`config.mk`:
```
export PLATFORM = sky130hd
export DESIGN_NAME = wav_pcm16_container_parser_unit
export DESIGN_NICKNAME = d
export VERILOG_FILES = /design/src/rtl/wavpcm_pkg.sv /design/src/rtl/wav_pcm16_container_parser_unit.sv /design/src/rtl/wavpcm_div.sv /design/src/rtl/wavpcm_dp.sv /design/src/rtl/wavpcm_ctrl.sv
export SDC_FILE = /design/constraint.sdc
export NUM_CORES = 1
export LEC_CHECK = 0
export ABC_AREA = 0
export BUFFER_PORTS_ARGS = -buffer_cell sky130_fd_sc_hd__buf_2
export CAP_MARGIN = 20
export CORE_MARGIN = 2
export CORE_UTILIZATION = 40
export DETAILED_ROUTE_END_ITERATION = 8
export GPL_TIMING_DRIVEN = 0
export SYNTH_ARGS = -nofsm -noshare
export SYNTH_HDL_FRONTEND = slang
export SYNTH_SLANG_ARGS = --single-unit
```
`constraint.sdc`:
```
create_clock -name i_clk -period 7 [get_ports i_clk]
set_input_delay 0.7 -clock i_clk [delete_from_list [all_inputs] [get_ports i_clk]]
set_output_delay 0.7 -clock i_clk [all_outputs]
set_load 0.005 [all_outputs]
```
`src/rtl/wavpcm_pkg.sv`:
```
// wavpcm_pkg: shared constants, status codes and control structs for the wav parser
// no dependencies

package wavpcm_pkg;

    localparam logic [31:0] TAG_RIFF = 32'h4646_4952;
    localparam logic [31:0] TAG_WAVE = 32'h4556_4157;
    localparam logic [31:0] TAG_FMT  = 32'h2074_6d66;
    localparam logic [31:0] TAG_DATA = 32'h6174_6164;
    localparam logic [31:0] FMT_MIN  = 32'd16;
    localparam int          HEADER_LEN = 12;

    localparam int DIVIDEND_W = 32;
    localparam int DIVISOR_W  = 16;

    typedef logic [1:0] t_status;
    localparam t_status ST_OK      = 2'd0;
    localparam t_status ST_INVALID = 2'd1;
    localparam t_status ST_UNSUP   = 2'd2;
    localparam t_status ST_CORRUPT = 2'd3;

    // controller to datapath
    typedef struct packed {
        logic step;
        logic load_res;
        logic div_start;
        logic load_sum;
    } t_cmd;

    // datapath to controller
    typedef struct packed {
        logic emits;
        logic is_final;
        logic div_done;
    } t_stat;

endpackage

```
`src/rtl/wav_pcm16_container_parser_unit.sv`:
```
// wav_pcm16_container_parser_unit: streaming riff/wave pcm16 header parser, top level
// depends on wavpcm_pkg, wavpcm_ctrl, wavpcm_dp (with wavpcm_div)
//
//  channel | handshake          | payload
//  --------+--------------------+-----------------------------------------------
//  in      | i_valid / o_ready  | i_file_byte, i_final_byte
//  out     | o_valid / i_ready  | o_is_sample_byte .. o_payload_bytes (9 fields)
//
// one file byte per cycle; a data byte or empty-chunk marker is registered with its item
// the final byte is followed by start, 32 bit-serial division steps, done and summary load
// input waits while the output register is full and not taken, and from the final byte
// until the summary is loaded, which itself waits for a free output register
// synchronous active-low reset clears all parse state; no clearing pass

module wav_pcm16_container_parser_unit
    import wavpcm_pkg::*;
#(
    parameter int COUNT_WIDTH = 32
) (
    input  logic        i_clk,
    input  logic        i_rst_n,
    input  logic        i_valid,
    output logic        o_ready,
    input  logic [7:0]  i_file_byte,
    input  logic        i_final_byte,
    output logic        o_valid,
    input  logic        i_ready,
    output logic        o_is_sample_byte,
    output logic [7:0]  o_sample_byte,
    output logic        o_chunk_begins,
    output logic        o_is_summary,
    output logic [1:0]  o_status,
    output logic [15:0] o_channel_count,
    output logic [31:0] o_rate_hz,
    output logic [31:0] o_frame_total,
    output logic [31:0] o_payload_bytes
);

    t_cmd  w_cmd;
    t_stat w_stat;

    wavpcm_ctrl u_ctrl (
        .i_clk   (i_clk),
        .i_rst_n (i_rst_n),
        .i_valid (i_valid),
        .o_ready (o_ready),
        .o_valid (o_valid),
        .i_ready (i_ready),
        .i_stat  (w_stat),
        .o_cmd   (w_cmd)
    );

    wavpcm_dp #(
        .COUNT_WIDTH (COUNT_WIDTH)
    ) u_dp (
        .i_clk            (i_clk),
        .i_rst_n          (i_rst_n),
        .i_file_byte      (i_file_byte),
        .i_final_byte     (i_final_byte),
        .i_cmd            (w_cmd),
        .o_stat           (w_stat),
        .o_is_sample_byte (o_is_sample_byte),
        .o_sample_byte    (o_sample_byte),
        .o_chunk_begins   (o_chunk_begins),
        .o_is_summary     (o_is_summary),
        .o_status         (o_status),
        .o_channel_count  (o_channel_count),
        .o_rate_hz        (o_rate_hz),
        .o_frame_total    (o_frame_total),
        .o_payload_bytes  (o_payload_bytes)
    );

endmodule

```
`src/rtl/wavpcm_div.sv`:
```
// wavpcm_div: restoring divider, one quotient bit per cycle
// depends on wavpcm_pkg

module wavpcm_div
    import wavpcm_pkg::*;
(
    input  logic                  i_clk,
    input  logic                  i_rst_n,
    input  logic                  i_start,
    input  logic [DIVIDEND_W-1:0] i_dividend,
    input  logic [DIVISOR_W-1:0]  i_divisor,
    output logic [DIVIDEND_W-1:0] o_quotient,
    output logic [DIVISOR_W-1:0]  o_remainder,
    output logic                  o_done
);

    localparam int CNT_W = $clog2(DIVIDEND_W);
    localparam logic [CNT_W-1:0] CNT_LAST = CNT_W'(DIVIDEND_W - 1);

    logic                  r_busy;
    logic                  r_done;
    logic [CNT_W-1:0]      r_cnt;
    logic [DIVIDEND_W-1:0] r_quo;
    logic [DIVISOR_W-1:0]  r_rem;
    logic [DIVISOR_W-1:0]  r_dsr;

    logic [DIVISOR_W:0]    w_trial;
    logic                  w_qbit;
    logic [DIVISOR_W-1:0]  w_rem_nx;

    assign w_trial  = {r_rem, r_quo[DIVIDEND_W-1]};
    assign w_qbit   = (w_trial >= {1'b0, r_dsr});
    assign w_rem_nx = w_qbit ? DIVISOR_W'(w_trial - {1'b0, r_dsr}) : w_trial[DIVISOR_W-1:0];

    always_ff @(posedge i_clk) begin
        if (!i_rst_n) begin
            r_busy <= 1'b0;
            r_done <= 1'b0;
            r_cnt  <= '0;
        end else begin
            r_done <= 1'b0;
            if (i_start) begin
                r_busy <= 1'b1;
                r_cnt  <= '0;
            end else if (r_busy) begin
                r_cnt <= r_cnt + 1'b1;
                if (r_cnt == CNT_LAST) begin
                    r_busy <= 1'b0;
                    r_done <= 1'b1;
                end
            end
        end
    end

    always_ff @(posedge i_clk) begin
        if (i_start) begin
            r_quo <= i_dividend;
            r_rem <= '0;
            r_dsr <= i_divisor;
        end else if (r_busy) begin
            r_quo <= {r_quo[DIVIDEND_W-2:0], w_qbit};
            r_rem <= w_rem_nx;
        end
    end

    assign o_quotient  = r_quo;
    assign o_remainder = r_rem;
    assign o_done      = r_done;

endmodule

```
`src/rtl/wavpcm_dp.sv`:
```
// wavpcm_dp: parse state, chunk walk, fmt capture, closing checks and output payload
// depends on wavpcm_pkg and wavpcm_div

module wavpcm_dp
    import wavpcm_pkg::*;
#(
    parameter int COUNT_WIDTH = 32
) (
    input  logic        i_clk,
    input  logic        i_rst_n,
    input  logic [7:0]  i_file_byte,
    input  logic        i_final_byte,
    input  t_cmd        i_cmd,
    output t_stat       o_stat,
    output logic        o_is_sample_byte,
    output logic [7:0]  o_sample_byte,
    output logic        o_chunk_begins,
    output logic        o_is_summary,
    output logic [1:0]  o_status,
    output logic [15:0] o_channel_count,
    output logic [31:0] o_rate_hz,
    output logic [31:0] o_frame_total,
    output logic [31:0] o_payload_bytes
);

    localparam int CMP_W = (COUNT_WIDTH > 32) ? COUNT_WIDTH + 1 : 33;

    typedef enum logic [2:0] {
        PH_HEADER,
        PH_CHDR,
        PH_BODY,
        PH_PAD,
        PH_DEAD
    } t_phase;

    t_phase                 r_phase, n_phase;
    logic [COUNT_WIDTH-1:0] r_pos, n_pos;
    logic [63:0]            r_shift, n_shift;
    logic [2:0]             r_hcnt, n_hcnt;
    logic [31:0]            r_remain, n_remain;
    logic                   r_pad, n_pad;
    logic [31:0]            r_riff, n_riff;
    logic [15:0]            r_fmt, n_fmt;
    logic [15:0]            r_chan, n_chan;
    logic [31:0]            r_rate, n_rate;
    logic [15:0]            r_align, n_align;
    logic [15:0]            r_bits, n_bits;
    logic                   r_dseen, n_dseen;
    logic [31:0]            r_dlen, n_dlen;
    logic [1:0]             r_eflag, n_eflag;

    logic        r_o_isb;
    logic [7:0]  r_o_sb;
    logic        r_o_beg;
    logic        r_o_sum;
    t_status     r_o_st;
    logic [15:0] r_o_ch;
    logic [31:0] r_o_rate;
    logic [31:0] r_o_frames;
    logic [31:0] r_o_bytes;

    logic [63:0] w_shift;
    logic [31:0] w_id;
    logic [31:0] w_len;
    logic [31:0] w_idx;
    logic [31:0] w_rem_dec;
    logic        w_tag;
    logic        w_emit;
    logic        w_isb;
    logic        w_beg;
    t_status     w_status;
    logic [CMP_W-1:0] w_riff_end;
    logic [CMP_W-1:0] w_total;

    logic [31:0] w_quo;
    logic [15:0] w_rem;
    logic        w_div_done;

    wavpcm_div u_div (
        .i_clk       (i_clk),
        .i_rst_n     (i_rst_n),
        .i_start     (i_cmd.div_start),
        .i_dividend  (r_dlen),
        .i_divisor   (r_align),
        .o_quotient  (w_quo),
        .o_remainder (w_rem),
        .o_done      (w_div_done)
    );

    assign w_shift   = {i_file_byte, r_shift[63:8]};
    assign w_id      = w_shift[31:0];
    assign w_len     = w_shift[63:32];
    assign w_idx     = r_shift[63:32] - r_remain;
    assign w_rem_dec = r_remain - 32'd1;

    // result raised by this byte
    always_comb begin
        w_emit = 1'b0;
        w_isb  = 1'b0;
        w_beg  = 1'b0;
        if (r_phase == PH_CHDR && r_hcnt == 3'd7 && w_id == TAG_DATA && w_len == 32'd0) begin
            w_emit = 1'b1;
            w_beg  = 1'b1;
        end else if (r_phase == PH_BODY && r_shift[31:0] == TAG_DATA) begin
            w_emit = 1'b1;
            w_isb  = 1'b1;
            w_beg  = (w_idx == 32'd0);
        end
    end

    always_comb begin
        n_phase  = r_phase;
        n_pos    = r_pos;
        n_shift  = r_shift;
        n_hcnt   = r_hcnt;
        n_remain = r_remain;
        n_pad    = r_pad;
        n_riff   = r_riff;
        n_fmt    = r_fmt;
        n_chan   = r_chan;
        n_rate   = r_rate;
        n_align  = r_align;
        n_bits   = r_bits;
        n_dseen  = r_dseen;
        n_dlen   = r_dlen;
        n_eflag  = r_eflag;
        w_tag    = r_eflag[0];
        if (i_cmd.step) begin
            if (r_pos != '1) begin
                n_pos = r_pos + 1'b1;
            end
            unique case (r_phase)
                PH_HEADER: begin
                    n_shift = w_shift;
                    if (r_pos == COUNT_WIDTH'(7)) begin
                        if (w_shift[31:0] != TAG_RIFF) begin
                            n_eflag[0] = 1'b1;
                        end
                        n_riff = w_shift[63:32];
                    end else if (r_pos == COUNT_WIDTH'(11)) begin
                        w_tag      = r_eflag[0] | (w_shift[63:32] != TAG_WAVE);
                        n_eflag[0] = w_tag;
                        if (w_tag) begin
                            n_phase = PH_DEAD;
                        end else begin
                            n_phase = PH_CHDR;
                            n_hcnt  = 3'd0;
                            n_pad   = 1'b0;
                        end
                    end
                end
                PH_CHDR: begin
                    n_shift = w_shift;
                    n_hcnt  = r_hcnt + 3'd1;
                    if (r_hcnt == 3'd7) begin
                        if (w_id == TAG_FMT && w_len < FMT_MIN) begin
                            n_eflag[1] = 1'b1;
                            n_phase    = PH_DEAD;
                        end else begin
                            if (w_id == TAG_DATA) begin
                                n_dseen = 1'b1;
                                n_dlen  = w_len;
                            end
                            n_remain = w_len;
                            if (w_len != 32'd0) begin
                                n_pad   = w_len[0];
                                n_phase = PH_BODY;
                            end else begin
                                n_phase = PH_CHDR;
                                n_hcnt  = 3'd0;
                                n_pad   = 1'b0;
                            end
                        end
                    end
                end
                PH_BODY: begin
                    if (r_shift[31:0] == TAG_FMT) begin
                        case (w_idx)
                            32'd0:  n_fmt   = {8'h00, i_file_byte};
                            32'd1:  n_fmt   = {i_file_byte, r_fmt[7:0]};
                            32'd2:  n_chan  = {8'h00, i_file_byte};
                            32'd3:  n_chan  = {i_file_byte, r_chan[7:0]};
                            32'd4:  n_rate  = {24'h00_0000, i_file_byte};
                            32'd5:  n_rate  = r_rate | {16'h0000, i_file_byte, 8'h00};
                            32'd6:  n_rate  = r_rate | {8'h00, i_file_byte, 16'h0000};
                            32'd7:  n_rate  = r_rate | {i_file_byte, 24'h00_0000};
                            32'd12: n_align = {8'h00, i_file_byte};
                            32'd13: n_align = {i_file_byte, r_align[7:0]};
                            32'd14: n_bits  = {8'h00, i_file_byte};
                            32'd15: n_bits  = {i_file_byte, r_bits[7:0]};
                            default: ;
                        endcase
                    end
                    n_remain = w_rem_dec;
                    if (w_rem_dec == 32'd0) begin
                        if (r_pad) begin
                            n_phase = PH_PAD;
                        end else begin
                            n_phase = PH_CHDR;
                            n_hcnt  = 3'd0;
                            n_pad   = 1'b0;
                        end
                    end
                end
                PH_PAD: begin
                    n_phase = PH_CHDR;
                    n_hcnt  = 3'd0;
                    n_pad   = 1'b0;
                end
                default: ;
            endcase
            // chunk body cut off by end of file
            if (i_final_byte && n_phase == PH_BODY) begin
                n_eflag[1] = 1'b1;
            end
        end
        if (i_cmd.load_sum) begin
            n_phase  = PH_HEADER;
            n_pos    = '0;
            n_shift  = '0;
            n_hcnt   = '0;
            n_remain = '0;
            n_pad    = 1'b0;
            n_riff   = '0;
            n_fmt    = '0;
            n_chan   = '0;
            n_rate   = '0;
            n_align  = '0;
            n_bits   = '0;
            n_dseen  = 1'b0;
            n_dlen   = '0;
            n_eflag  = '0;
        end
    end

    always_ff @(posedge i_clk) begin
        if (!i_rst_n) begin
            r_phase  <= PH_HEADER;
            r_pos    <= '0;
            r_shift  <= '0;
            r_hcnt   <= '0;
            r_remain <= '0;
            r_pad    <= 1'b0;
            r_riff   <= '0;
            r_fmt    <= '0;
            r_chan   <= '0;
            r_rate   <= '0;
            r_align  <= '0;
            r_bits   <= '0;
            r_dseen  <= 1'b0;
            r_dlen   <= '0;
            r_eflag  <= '0;
        end else begin
            r_phase  <= n_phase;
            r_pos    <= n_pos;
            r_shift  <= n_shift;
            r_hcnt   <= n_hcnt;
            r_remain <= n_remain;
            r_pad    <= n_pad;
            r_riff   <= n_riff;
            r_fmt    <= n_fmt;
            r_chan   <= n_chan;
            r_rate   <= n_rate;
            r_align  <= n_align;
            r_bits   <= n_bits;
            r_dseen  <= n_dseen;
            r_dlen   <= n_dlen;
            r_eflag  <= n_eflag;
        end
    end

    // closing checks in priority order
    assign w_riff_end = CMP_W'(r_riff) + CMP_W'(8);
    assign w_total    = CMP_W'(r_pos);

    always_comb begin
        if (r_pos < COUNT_WIDTH'(HEADER_LEN)) begin
            w_status = ST_INVALID;
        end else if (r_eflag[0]) begin
            w_status = ST_UNSUP;
        end else if (w_riff_end > w_total) begin
            w_status = ST_CORRUPT;
        end else if (r_eflag[1]) begin
            w_status = ST_CORRUPT;
        end else if (r_fmt == 16'd0 || r_chan == 16'd0 || r_rate == 32'd0 ||
                     r_align == 16'd0 || r_bits == 16'd0 || !r_dseen) begin
            w_status = ST_CORRUPT;
        end else if (r_fmt != 16'd1) begin
            w_status = ST_UNSUP;
        end else if (r_bits != 16'd16) begin
            w_status = ST_UNSUP;
        end else if (r_align != {r_chan[14:0], 1'b0}) begin
            w_status = ST_CORRUPT;
        end else if (w_rem != 16'd0) begin
            w_status = ST_CORRUPT;
        end else begin
            w_status = ST_OK;
        end
    end

    // output register
    always_ff @(posedge i_clk) begin
        if (i_cmd.load_res) begin
            r_o_isb    <= w_isb;
            r_o_sb     <= w_isb ? i_file_byte : 8'h00;
            r_o_beg    <= w_beg;
            r_o_sum    <= 1'b0;
            r_o_st     <= ST_OK;
            r_o_ch     <= '0;
            r_o_rate   <= '0;
            r_o_frames <= '0;
            r_o_bytes  <= '0;
        end else if (i_cmd.load_sum) begin
            r_o_isb <= 1'b0;
            r_o_sb  <= 8'h00;
            r_o_beg <= 1'b0;
            r_o_sum <= 1'b1;
            r_o_st  <= w_status;
            if (w_status == ST_OK) begin
                r_o_ch     <= r_chan;
                r_o_rate   <= r_rate;
                r_o_frames <= w_quo;
                r_o_bytes  <= r_dlen;
            end else begin
                r_o_ch     <= '0;
                r_o_rate   <= '0;
                r_o_frames <= '0;
                r_o_bytes  <= '0;
            end
        end
    end

    assign o_stat.emits    = w_emit;
    assign o_stat.is_final = i_final_byte;
    assign o_stat.div_done = w_div_done;

    assign o_is_sample_byte = r_o_isb;
    assign o_sample_byte    = r_o_sb;
    assign o_chunk_begins   = r_o_beg;
    assign o_is_summary     = r_o_sum;
    assign o_status         = r_o_st;
    assign o_channel_count  = r_o_ch;
    assign o_rate_hz        = r_o_rate;
    assign o_frame_total    = r_o_frames;
    assign o_payload_bytes  = r_o_bytes;

endmodule

```
`src/rtl/wavpcm_ctrl.sv`:
```
// wavpcm_ctrl: handshake and sequencing controller for the wav parser
// depends on wavpcm_pkg

module wavpcm_ctrl
    import wavpcm_pkg::*;
(
    input  logic  i_clk,
    input  logic  i_rst_n,
    input  logic  i_valid,
    output logic  o_ready,
    output logic  o_valid,
    input  logic  i_ready,
    input  t_stat i_stat,
    output t_cmd  o_cmd
);

    typedef enum logic [1:0] {
        S_IDLE,
        S_DIV_GO,
        S_DIV_WAIT,
        S_SUM
    } t_state;

    t_state r_state, n_state;
    logic   r_ovalid, n_ovalid;
    logic   w_out_free;
    logic   w_in_acc;

    assign w_out_free = !r_ovalid || i_ready;

    always_comb begin
        n_state  = r_state;
        n_ovalid = r_ovalid && !i_ready;
        o_cmd    = '0;
        o_ready  = 1'b0;
        w_in_acc = 1'b0;
        unique case (r_state)
            S_IDLE: begin
                o_ready  = w_out_free;
                w_in_acc = i_valid && w_out_free;
                if (w_in_acc) begin
                    o_cmd.step     = 1'b1;
                    o_cmd.load_res = i_stat.emits;
                    if (i_stat.emits) begin
                        n_ovalid = 1'b1;
                    end
                    if (i_stat.is_final) begin
                        n_state = S_DIV_GO;
                    end
                end
            end
            S_DIV_GO: begin
                o_cmd.div_start = 1'b1;
                n_state         = S_DIV_WAIT;
            end
            S_DIV_WAIT: begin
                if (i_stat.div_done) begin
                    n_state = S_SUM;
                end
            end
            S_SUM: begin
                if (w_out_free) begin
                    o_cmd.load_sum = 1'b1;
                    n_ovalid       = 1'b1;
                    n_state        = S_IDLE;
                end
            end
            default: n_state = S_IDLE;
        endcase
    end

    always_ff @(posedge i_clk) begin
        if (!i_rst_n) begin
            r_state  <= S_IDLE;
            r_ovalid <= 1'b0;
        end else begin
            r_state  <= n_state;
            r_ovalid <= n_ovalid;
        end
    end

    assign o_valid = r_ovalid;

endmodule

```
==> results of run 1 <==
[worst max path at each step]
stage / startpoint / end / cells after the start / slack, ps
6_report: u_dp.r_riff[7]$_SDFFE_PP0P_ / u_dp.o_frame_total[29]$_SDFFE_PP0P_ / 17 / 690
5_1_grt: u_dp.r_riff[3]$_SDFFE_PP0P_ / u_dp.o_frame_total[25]$_SDFFE_PP0P_ / 17 / 250
4_1_cts: u_dp.r_riff[3]$_SDFFE_PP0P_ / u_dp.o_payload_bytes[27]$_SDFFE_PP0P_ / 17 / 680
3_5_place_dp: u_dp.r_riff[3]$_SDFFE_PP0P_ / u_dp.o_payload_bytes[27]$_SDFFE_PP0P_ / 17 / 730
3_3_place_gp: u_dp.r_riff[3]$_SDFFE_PP0P_ / u_dp.o_frame_total[29]$_SDFFE_PP0P_ / 17 / 800
2_1_floorplan: u_dp.r_riff[7]$_SDFFE_PP0P_ / u_dp.o_channel_count[0]$_SDFFE_PP0P_ / 17 / 3050
[worst max-delay path, delay by kind of cell (launching register included)]
kind                       cells  cell delay, ps
and+or+nand+nor               10            3440
AOI/OAI and AO/OA              3             550
DFF                            1             390
adders and majority gates      1             300
xor gates and xnor gates       1             190
buffers and inverters          2            1360
[through the flow]
stage / power, mW / cells / hold slack, ps / utilization, %
detailed placement: 5.86 / 3767 / 444 / 43.5
global route: 9.21 / 3871 / 437 / 46.6
finish: 8.79 / 3872 / 436 / 46.6
CTS: 8.81 / 3871 / 402 / 46.6
floorplan: 5.12 / 2839 / 431 / -
global placement: 5.79 / 3760 / 441 / 43.3
[registers in the layout, summed over array words and instances, names as in the netlist, 16 cells and up]
name,count
u_dp.o_channel_count,16
u_dp.o_frame_total,32
u_dp.o_payload_bytes,32
u_dp.o_rate_hz,32
u_dp.r_align,16
u_dp.r_bits,16
u_dp.r_chan,16
u_dp.r_dlen,32
u_dp.r_fmt,16
u_dp.r_pos,32
u_dp.r_rate,32
u_dp.r_remain,32
u_dp.r_riff,32
u_dp.r_shift,64
u_dp.u_div.o_quotient,32
u_dp.u_div.o_remainder,16
u_dp.u_div.r_dsr,16
[kinds of logic (layout without fill, tap and decap cells)]
family / after synthesis / in the layout / synth area share, %
AO/OA/AOI/OAI: 627 / 627 / 16.8
other: 0 / 1 / 0
multiplexers: 124 / 124 / 5.23
AND/OR/NAND/NOR: 1111 / 1111 / 21.8
buffers and inverters: 279 / 529 / 4.52
flip-flops: 497 / 497 / 43.0
XOR/XNOR: 107 / 107 / 3.82
adder cells (fa/ha/maj): 94 / 94 / 4.86
[cell usage in the layout, fill, tap and decap left out, types with 61 or more instances in the layout]
master,Yosys,routed
sky130_fd_sc_hd__a21oi_1,234,234
sky130_fd_sc_hd__a22o_1,115,115
sky130_fd_sc_hd__inv_1,109,109
sky130_fd_sc_hd__nand3_1,61,61
sky130_fd_sc_hd__xnor2_1,66,66
sky130_fd_sc_hd__nor4_1,64,64
sky130_fd_sc_hd__clkbuf_1,147,154
sky130_fd_sc_hd__buf_2,5,144
sky130_fd_sc_hd__ha_1,92,92
sky130_fd_sc_hd__nor2_1,207,207
sky130_fd_sc_hd__nor3_1,73,73
sky130_fd_sc_hd__o21ai_0,90,90
sky130_fd_sc_hd__dfxtp_1,439,439
sky130_fd_sc_hd__mux2i_1,91,91
sky130_fd_sc_hd__nand2_1,458,458
[power by group]
part	switching, mW	internal (mW)
Sequential	0.222	3.18
Combinational	1.53	0.908
Clock	1.26	1.69
[per-layer routing]
layer	up-vias	GRT usage, %
met2	711	42.3
met1	10800	33.4
met4	4	11.4
met5	-	0
li1	10600	-
met3	183	3.27
[final cells by class]
type | count | area (µm²) | share of cell area [%]
multi-input cells | 2063 | 12900 | 45.7
well taps | 782 | 978 | 3.48
plain buffers | 170 | 698 | 2.48
clock buffers | 71 | 1550 | 5.50
repair buffers | 146 | 798 | 2.84
diodes | 1 | 2.50 | 0.00889
flip-flops and latches | 497 | 10500 | 37.4
clock inverters | 33 | 327 | 1.16
inverters | 109 | 409 | 1.45
==> impl_summary.log, run 1 <==
INFO  metric worst_hold_path.num_cells = 2
INFO  metric async_reset_ff_share = 0%
INFO  metric critPathLaunchType = flop
INFO  metric min_period_over_period = between 90 and 100%
INFO  metric fillerInstances = slightly below 6,000
INFO  metric average_vias_per_placed_instance = 5.74
INFO  metric synth_top_area_cell = sky130_fd_sc_hd__dfxtp_1
INFO  metric critPathMaxStageDelay = 980 ps
INFO  metric clock.fmax = 0.159 GHz
INFO  metric setup-violations-final = 0
INFO  metric pwr_density_cell = 312 mW/mm²
INFO  metric status = finished clean
INFO  metric areaGrowthSynthToFinish = 14.9%
INFO  metric ys_seq_elements = 497
INFO  metric synth.cells.most_frequent = sky130_fd_sc_hd__nand2_1, sky130_fd_sc_hd__dfxtp_1, sky130_fd_sc_hd__a21oi_1
INFO  metric synth_top_cells_by_area = sky130_fd_sc_hd__dfxtp_1, sky130_fd_sc_hd__edfxtp_1, sky130_fd_sc_hd__nand2_1, sky130_fd_sc_hd__a21oi_1, sky130_fd_sc_hd__ha_1
INFO  metric postCtsSetupBuffers = 0
INFO  metric path_max_fanout = 10
INFO  metric synth_cell_types = 85
INFO  metric synth-edff-count = 58
INFO  metric wl_per_cell = ~21 µm
INFO  metric floorplan.io_pins = 140
INFO  metric timing.critical_path.required = approximately 7600 ps
INFO  metric fp.dieH = 251 µm
INFO  metric wire_length_of_the_first_global_routing_pass = roughly 130 mm
INFO  metric count_of_nets_after_finishing = about 3,100
INFO  metric antenna_left = 0
INFO  metric fp.coreArea = about 0.060 mm²
INFO  metric r2r_start = u_dp.r_riff[7]$_SDFFE_PP0P_
INFO  metric worst_slew_pin_slew = 1190 ps
INFO  metric die_x = 251 µm
INFO  metric reg2regPathDepth = 17
INFO  metric drive_above_1_share = 10.1%
INFO  metric peakVddDrop = 202 µV
INFO  metric crit-reg2reg-capture = u_dp.o_frame_total[29]$_SDFFE_PP0P_
INFO  metric detail_route.wirelength = 82.5 mm
INFO  metric yosys_most_used_dff = sky130_fd_sc_hd__dfxtp_1
INFO  metric ctsRootBufferMaster = sky130_fd_sc_hd__clkbuf_16
INFO  metric wl_met3 = 4.30 mm
INFO  metric detail_route.drc_violations = 0
INFO  metric first_iter_violations = between 1,500 and 2,000
INFO  metric synth_nets = around 3,000
INFO  metric cts_repair_resize_count = 0
INFO  metric standard_cell_area_after_detailed_placement = between 0.02 and 0.03 mm²
INFO  metric place_congestion = 0.940
INFO  metric totalNegativeSetupSlack = 0 ps
INFO  metric p_leak = 10.9 nW
INFO  metric mappedNetlistArea = between 0.02 and 0.025 mm²
INFO  metric slowest_stage = sky130_fd_sc_hd__nor4_1
INFO  metric initial_utilization = between 40% and 50%
INFO  metric tritoncts = yes
INFO  metric cts-root-to-sink-buffers = 3
INFO  metric cts_max_level = 2
INFO  metric critPathKind = flop to flop
INFO  metric clock_latency = ~630 ps
INFO  metric detailedRoute.firstPassIterationCount = 5
INFO  metric grt_pass1_vias = ~22,000
INFO  metric ys_seq_area_share = 43.0%
INFO  metric timing.max_cap.violations = 0
INFO  metric holdCritPathClass = primary input to flop
INFO  metric ys.warnings.count = 0
INFO  metric postLayoutSetupSlackWorst = 691 ps
INFO  metric wirelength_met1 = 36.6 mm
INFO  metric io_port_bufs = roughly 140
INFO  metric holdBufCountCts = 0
INFO  metric timing.final.crit_period = 6310 ps
INFO  metric detailroute.via_count = 22,200
INFO  metric sum_of_met2_wire_segment_lengths_after_detailed_routing = ~38 mm
INFO  metric floorplan.rows = 90
INFO  metric crit_path_frequent_cell = sky130_fd_sc_hd__nand3_1
INFO  metric critPathArrivalTime = between 6000 and 7000 ps
INFO  metric synth_most_common_cell = sky130_fd_sc_hd__nand2_1
INFO  metric antenna_violations_before_repair = 2
INFO  metric cts_buffers = 55
INFO  metric syn-instance-count = 2,839
INFO  metric grt_setup_unrepaired = false
INFO  metric topRoutingLayerUsed = met5
INFO  metric path_clk_slew = 70 ps
INFO  metric crit_path_end_kind = flop
INFO  metric yosysTopAreaCellShare = 35.9%
INFO  metric worstPathCellList = and3_1 -> nand3_1 -> nor3_1 -> nand3_1 -> nor2_1 -> nand3_1 -> xnor2_1 -> ha_1 -> nand4_1 -> nor4_1 -> nand3_1 -> o211ai_1 -> o2bb2ai_1 -> nor4_1 -> clkbuf_1 -> clkbuf_1 -> a22o_1
INFO  metric post-dp-hpwl = 62.1 mm
INFO  metric post_place_setup_slack = around 730 ps
INFO  metric hold_path_end = u_dp.u_div.r_busy$_SDFF_PN0_
INFO  metric timing.max_slew.rel_slack = 20.9%
INFO  metric finalInstanceArea = 0.0282 mm²
INFO  metric grt_start_max_net_pins = 24
INFO  metric final_hold_viol_count = 0
INFO  metric finalMaxSlewViolations = 0
INFO  metric skew = 38.7 ps
INFO  metric tot_gr_track_use = 25.6%
INFO  metric die_area = 0.0632 mm²
INFO  metric cts_sinks = 497
INFO  metric slack_of_the_worst_reg_to_reg_path = 690 ps
INFO  metric hold_start = i_rst_n
INFO  metric syn-mean-instance-area = 8.63 µm²
INFO  metric globalRoute.totalOverflow = 0
Note: power is estimated with default switching activity, not from simulation.
==> run 2: changes to the inputs <==
- ABC_AREA: 0 -> 1
- CAP_MARGIN: 20 -> default
==> run 2 against run 1 <==
Sequential power increased by 10%. Cell area increased by 5.7%. Sequential share of layout area shrank 2.0 points. Core utilization down 0.50 points. Clock skew down 21 ps. Final cell count up 26%. Fmax grew 38%. First-iteration DRC count increased by 15%.
==> impl_summary.log, run 2 <==
INFO  metric place_congestion = 0.938 (-0.21%)
INFO  metric die_x = 260 µm (+3.3%)
INFO  metric holdBufCountCts = 0 (unchanged)
INFO  metric areaGrowthSynthToFinish = 13.7%
INFO  metric synth_top_area_cell = sky130_fd_sc_hd__dfxtp_1
INFO  metric totalNegativeSetupSlack = 0 ps (unchanged)
INFO  metric fillerInstances = 6,764 (+15%)
INFO  metric critPathLaunchType = flop
INFO  metric synth_cell_types = 55 (-35%)
INFO  metric skew = 17.3 ps (-21.4 ps)
INFO  metric tot_gr_track_use = 25.5% (-0.060 points)
INFO  metric initial_utilization = 40.5% (about the same)
INFO  metric final_hold_viol_count = 0 (unchanged)
INFO  metric synth_nets = 3,880 (+32%)
INFO  metric setup-violations-final = 0 (unchanged)
INFO  metric fp.coreArea = 0.0646 mm² (+6.8%)
INFO  metric p_leak = 13.3 nW (+22%)
INFO  metric grt_setup_unrepaired = false
INFO  metric detail_route.drc_violations = 0 (unchanged)
INFO  metric ys_seq_elements = 497 (unchanged)
INFO  metric utilization = 46.1% (-0.50 points)
INFO  metric antenna_left = 0 (unchanged)
INFO  metric syn-instance-count = 3,773 (+33%)
INFO  metric ys_seq_area_share = 40.2% (-2.7 points)
INFO  metric cts_sinks = 497 (unchanged)
INFO  metric timing.max_cap.violations = 0 (unchanged)
INFO  metric holdCritPathClass = primary input to flop
INFO  metric pwr_density_cell = 396 mW/mm² (+27%)
INFO  metric cts_max_level = 2 (unchanged)
INFO  metric globalRoute.totalOverflow = 0 (unchanged)
INFO  metric path_max_fanout = 10 (unchanged)
INFO  metric average_vias_per_placed_instance = 5.23 (-8.9%)
INFO  metric regMostFlops = u_dp.r_shift
INFO  metric status = finished clean
INFO  metric reg2regPathDepth = 24 (+7)
INFO  metric min_period_over_period = 65.4% (-25 points)
INFO  metric detailedRoute.firstPassIterationCount = 7 (+2)
INFO  metric yosys_most_used_dff = sky130_fd_sc_hd__dfxtp_1
INFO  metric antenna_violations_before_repair = 2 (unchanged)
INFO  metric drive_above_1_share = 7.70% (-2.4 points)
INFO  metric cts_buffers = 54 (-1.8%)
INFO  metric fp.dieH = 260 µm (+3.3%)
INFO  metric synth-edff-count = 58 (unchanged)
INFO  metric grt_pass1_vias = 23,700 (+9.7%)
INFO  metric wl_per_cell = 18.0 µm (-15%)
INFO  metric synth.cells.most_frequent = sky130_fd_sc_hd__nand2_1, sky130_fd_sc_hd__inv_1, sky130_fd_sc_hd__dfxtp_1
INFO  metric ctsRootBufferMaster = sky130_fd_sc_hd__clkbuf_16
INFO  metric post-dp-hpwl = 68.5 mm (+10%)
INFO  metric peakVddDrop = 348 µV (+73%)
INFO  metric timing.final.crit_period = 4570 ps (-1730 ps)
INFO  metric layoutNonFillerInstCount = 4,867 (+26%)
INFO  metric hold_path_end = u_dp.u_div.o_done$_SDFF_PP0_
INFO  metric count_of_nets_after_finishing = 4,074 (+29%)
INFO  metric worst_hold_path.num_cells = 3 (+1)
INFO  metric hold_start = i_rst_n
INFO  metric tritoncts = yes
INFO  metric crit-reg2reg-capture = u_dp.o_payload_bytes[31]$_SDFFE_PP0P_
INFO  metric syn-mean-instance-area = 6.94 µm² (-20%)
INFO  metric wire_length_of_the_first_global_routing_pass = 135 mm (+6.7%)
INFO  metric detailroute.via_count = 25,500 (+15%)
INFO  metric commonest_cells_after_routing_fill_and_taps_aside = sky130_fd_sc_hd__nand2_1, sky130_fd_sc_hd__inv_1, sky130_fd_sc_hd__dfxtp_1, sky130_fd_sc_hd__nor2_1, sky130_fd_sc_hd__a21oi_1
INFO  metric ys.warnings.count = 0 (unchanged)
INFO  metric post_place_setup_slack = 2470 ps (+1740 ps)
INFO  metric crit_path_end_kind = flop
INFO  metric worst_slew_pin_slew = 1290 ps (+104 ps)
INFO  metric final_common_cell = sky130_fd_sc_hd__nand2_1
INFO  metric floorplan.io_pins = 140 (unchanged)
INFO  metric largest_register_ff_count = 64 (unchanged)
INFO  metric clock_latency = 610 ps (-20 ps)
INFO  metric placedCellCount = 4,766 (+27%)
INFO  metric critPathKind = flop to flop
INFO  metric io_port_bufs = 138 (-0.72%)
INFO  metric timing.max_slew.rel_slack = 13.9% (-7.0 points)
INFO  metric timing.critical_path.required = 7550 ps (-20 ps)
INFO  metric synth_most_common_cell = sky130_fd_sc_hd__nand2_1
INFO  metric first_iter_violations = 2,111 (+15%)
INFO  metric finalMaxSlewViolations = 0 (unchanged)
INFO  metric cts-root-to-sink-buffers = 3 (unchanged)
INFO  metric slack_of_the_worst_reg_to_reg_path = 2430 ps (+1730 ps)
INFO  metric mappedNetlistArea = 0.0262 mm² (+6.8%)
INFO  metric r2r_start = u_dp.r_riff[4]$_SDFFE_PP0P_
INFO  metric die_area = 0.0675 mm² (+6.7%)
INFO  metric postCtsSetupBuffers = 0 (unchanged)
INFO  metric floorplan.rows = 93 (+3.3%)
INFO  metric clock.fmax = 0.219 GHz (+38%)
INFO  metric async_reset_ff_share = 0% (unchanged)
INFO  metric synth_top_cells_by_area = sky130_fd_sc_hd__dfxtp_1, sky130_fd_sc_hd__nand2_1, sky130_fd_sc_hd__inv_1, sky130_fd_sc_hd__edfxtp_1, sky130_fd_sc_hd__a21oi_1
INFO  metric yosysTopAreaCellShare = 33.6% (-2.3 points)
INFO  metric postLayoutSetupSlackWorst = 2430 ps (+1730 ps)
INFO  metric critPathArrivalTime = 5120 ps (-1760 ps)
INFO  metric grt_start_max_net_pins = 34 (+42%)
INFO  metric detail_route.wirelength = 87.7 mm (+6.3%)
INFO  metric cts_repair_resize_count = 0 (unchanged)
INFO  metric path_clk_slew = 60 ps (about the same)
-- run 2: changes by cell type after synthesis, moves of 23 or more --
| cell | change |
|---|---|
| sky130_fd_sc_hd__and3_1 | -35 |
| sky130_fd_sc_hd__nand2_1 | +503 |
| sky130_fd_sc_hd__nand3_1 | +107 |
| sky130_fd_sc_hd__mux2_2 | -33 |
| sky130_fd_sc_hd__clkbuf_1 | -53 |
| sky130_fd_sc_hd__a21o_1 | -23 |
| sky130_fd_sc_hd__nor2_1 | +181 |
| sky130_fd_sc_hd__nand4_1 | +53 |
| sky130_fd_sc_hd__a22o_1 | -115 |
| sky130_fd_sc_hd__o21ai_0 | +179 |
| sky130_fd_sc_hd__xnor2_1 | -44 |
| sky130_fd_sc_hd__inv_1 | +385 |
| sky130_fd_sc_hd__mux2i_1 | -91 |
| sky130_fd_sc_hd__a21oi_1 | +73 |
-- run 2: worst max-delay path by stage --
stage                                startpoint                               endpoint  slack [ps]  cells after the start
floorplan           u_dp.r_riff[3]$_SDFFE_PP0P_  u_dp.o_channel_count[10]$_SDFFE_PP0P_        3660                     25
global placement    u_dp.r_riff[4]$_SDFFE_PP0P_  u_dp.o_payload_bytes[31]$_SDFFE_PP0P_        2440                     24
detailed placement  u_dp.r_riff[4]$_SDFFE_PP0P_  u_dp.o_payload_bytes[31]$_SDFFE_PP0P_        2470                     25
CTS                 u_dp.r_riff[4]$_SDFFE_PP0P_  u_dp.o_payload_bytes[31]$_SDFFE_PP0P_        2430                     25
global route        u_dp.r_riff[4]$_SDFFE_PP0P_  u_dp.o_payload_bytes[31]$_SDFFE_PP0P_        1950                     24
finish              u_dp.r_riff[4]$_SDFFE_PP0P_  u_dp.o_payload_bytes[31]$_SDFFE_PP0P_        2430                     24
-- run 2: cell families (layout without fill, tap and decap cells) --
group / count (synthesis) / count (layout) / share of synthesized area [%]
fa+ha+maj: 94 / 94 / 4.55
buf+inv: 642 / 880 / 9.73
flops: 497 / 497 / 40.2
compound gates: 682 / 682 / 14.0
xor+xnor: 64 / 64 / 2.14
other cells: 0 / 1 / 0
simple gates: 1794 / 1794 / 29.4
-- run 2: where the power goes --
part           total (mW)  leakage (nW)  switching [mW]  internal [mW]
registers            3.74          4.11           0.445           3.29
logic                5.09          8.34            3.55           1.54
clock network        2.96         0.898            1.21           1.75
-- run 2: worst max-delay path, stage by stage, from the launching register on --
cell and delay, ps:
sky130_fd_sc_hd__dfxtp_1 380, sky130_fd_sc_hd__ha_1 210, sky130_fd_sc_hd__nand3_1 120, sky130_fd_sc_hd__nor2_1 120
sky130_fd_sc_hd__nand2_1 130, sky130_fd_sc_hd__nor3_1 240, sky130_fd_sc_hd__nand4_1 180, sky130_fd_sc_hd__nor2_1 190
sky130_fd_sc_hd__nand4_1 220, sky130_fd_sc_hd__nor2_1 260, sky130_fd_sc_hd__nand2_1 90, sky130_fd_sc_hd__xor2_1 180
sky130_fd_sc_hd__inv_1 70, sky130_fd_sc_hd__ha_1 280, sky130_fd_sc_hd__nand2_1 50, sky130_fd_sc_hd__inv_1 90
sky130_fd_sc_hd__nand3_1 70, sky130_fd_sc_hd__nor4_1 300, sky130_fd_sc_hd__nand3b_1 110, sky130_fd_sc_hd__nand2_1 190
sky130_fd_sc_hd__nand2_1 140, sky130_fd_sc_hd__nor2_2 420, sky130_fd_sc_hd__buf_4 310, sky130_fd_sc_hd__nand2_1 110
sky130_fd_sc_hd__nand2_1 60
-- run 2: metrics by stage --
| step | hold WS (ps) | instance area (µm²) | power, mW |
|---|---|---|---|
| finish | 363 | 29700 | 11.8 |
| global route | 365 | 29700 | 12.6 |
| CTS | 337 | 29700 | 11.8 |
| detailed placement | 425 | 27900 | 8.80 |
| global placement | 425 | 27900 | 8.79 |
| floorplan | 419 | 26200 | 7.26 |
-- run 2: final cells by class --
class	instances	area, µm²	share of cell area (%)
Multi-Input combinational cell	2634	13100	44.0
Timing Repair Buffer	138	691	2.32
Tap cell	855	1070	3.60
Inverter	506	1900	6.38
Sequential cell	497	10500	35.4
Clock inverter	18	229	0.770
Clock buffer	82	1590	5.35
Antenna cell	1	2.50	0.00841
Buffer	136	647	2.17
-- run 2: routing by layer --
metal | up-vias | GRT usage [%] | share of wire, %
met5 | - | 0 | 0.031
met4 | 4 | 9.18 | 3.5
met3 | 156 | 3.65 | 6.8
met2 | 837 | 41.7 | 45
met1 | 11700 | 34.2 | 44
li1 | 12800 | - | -
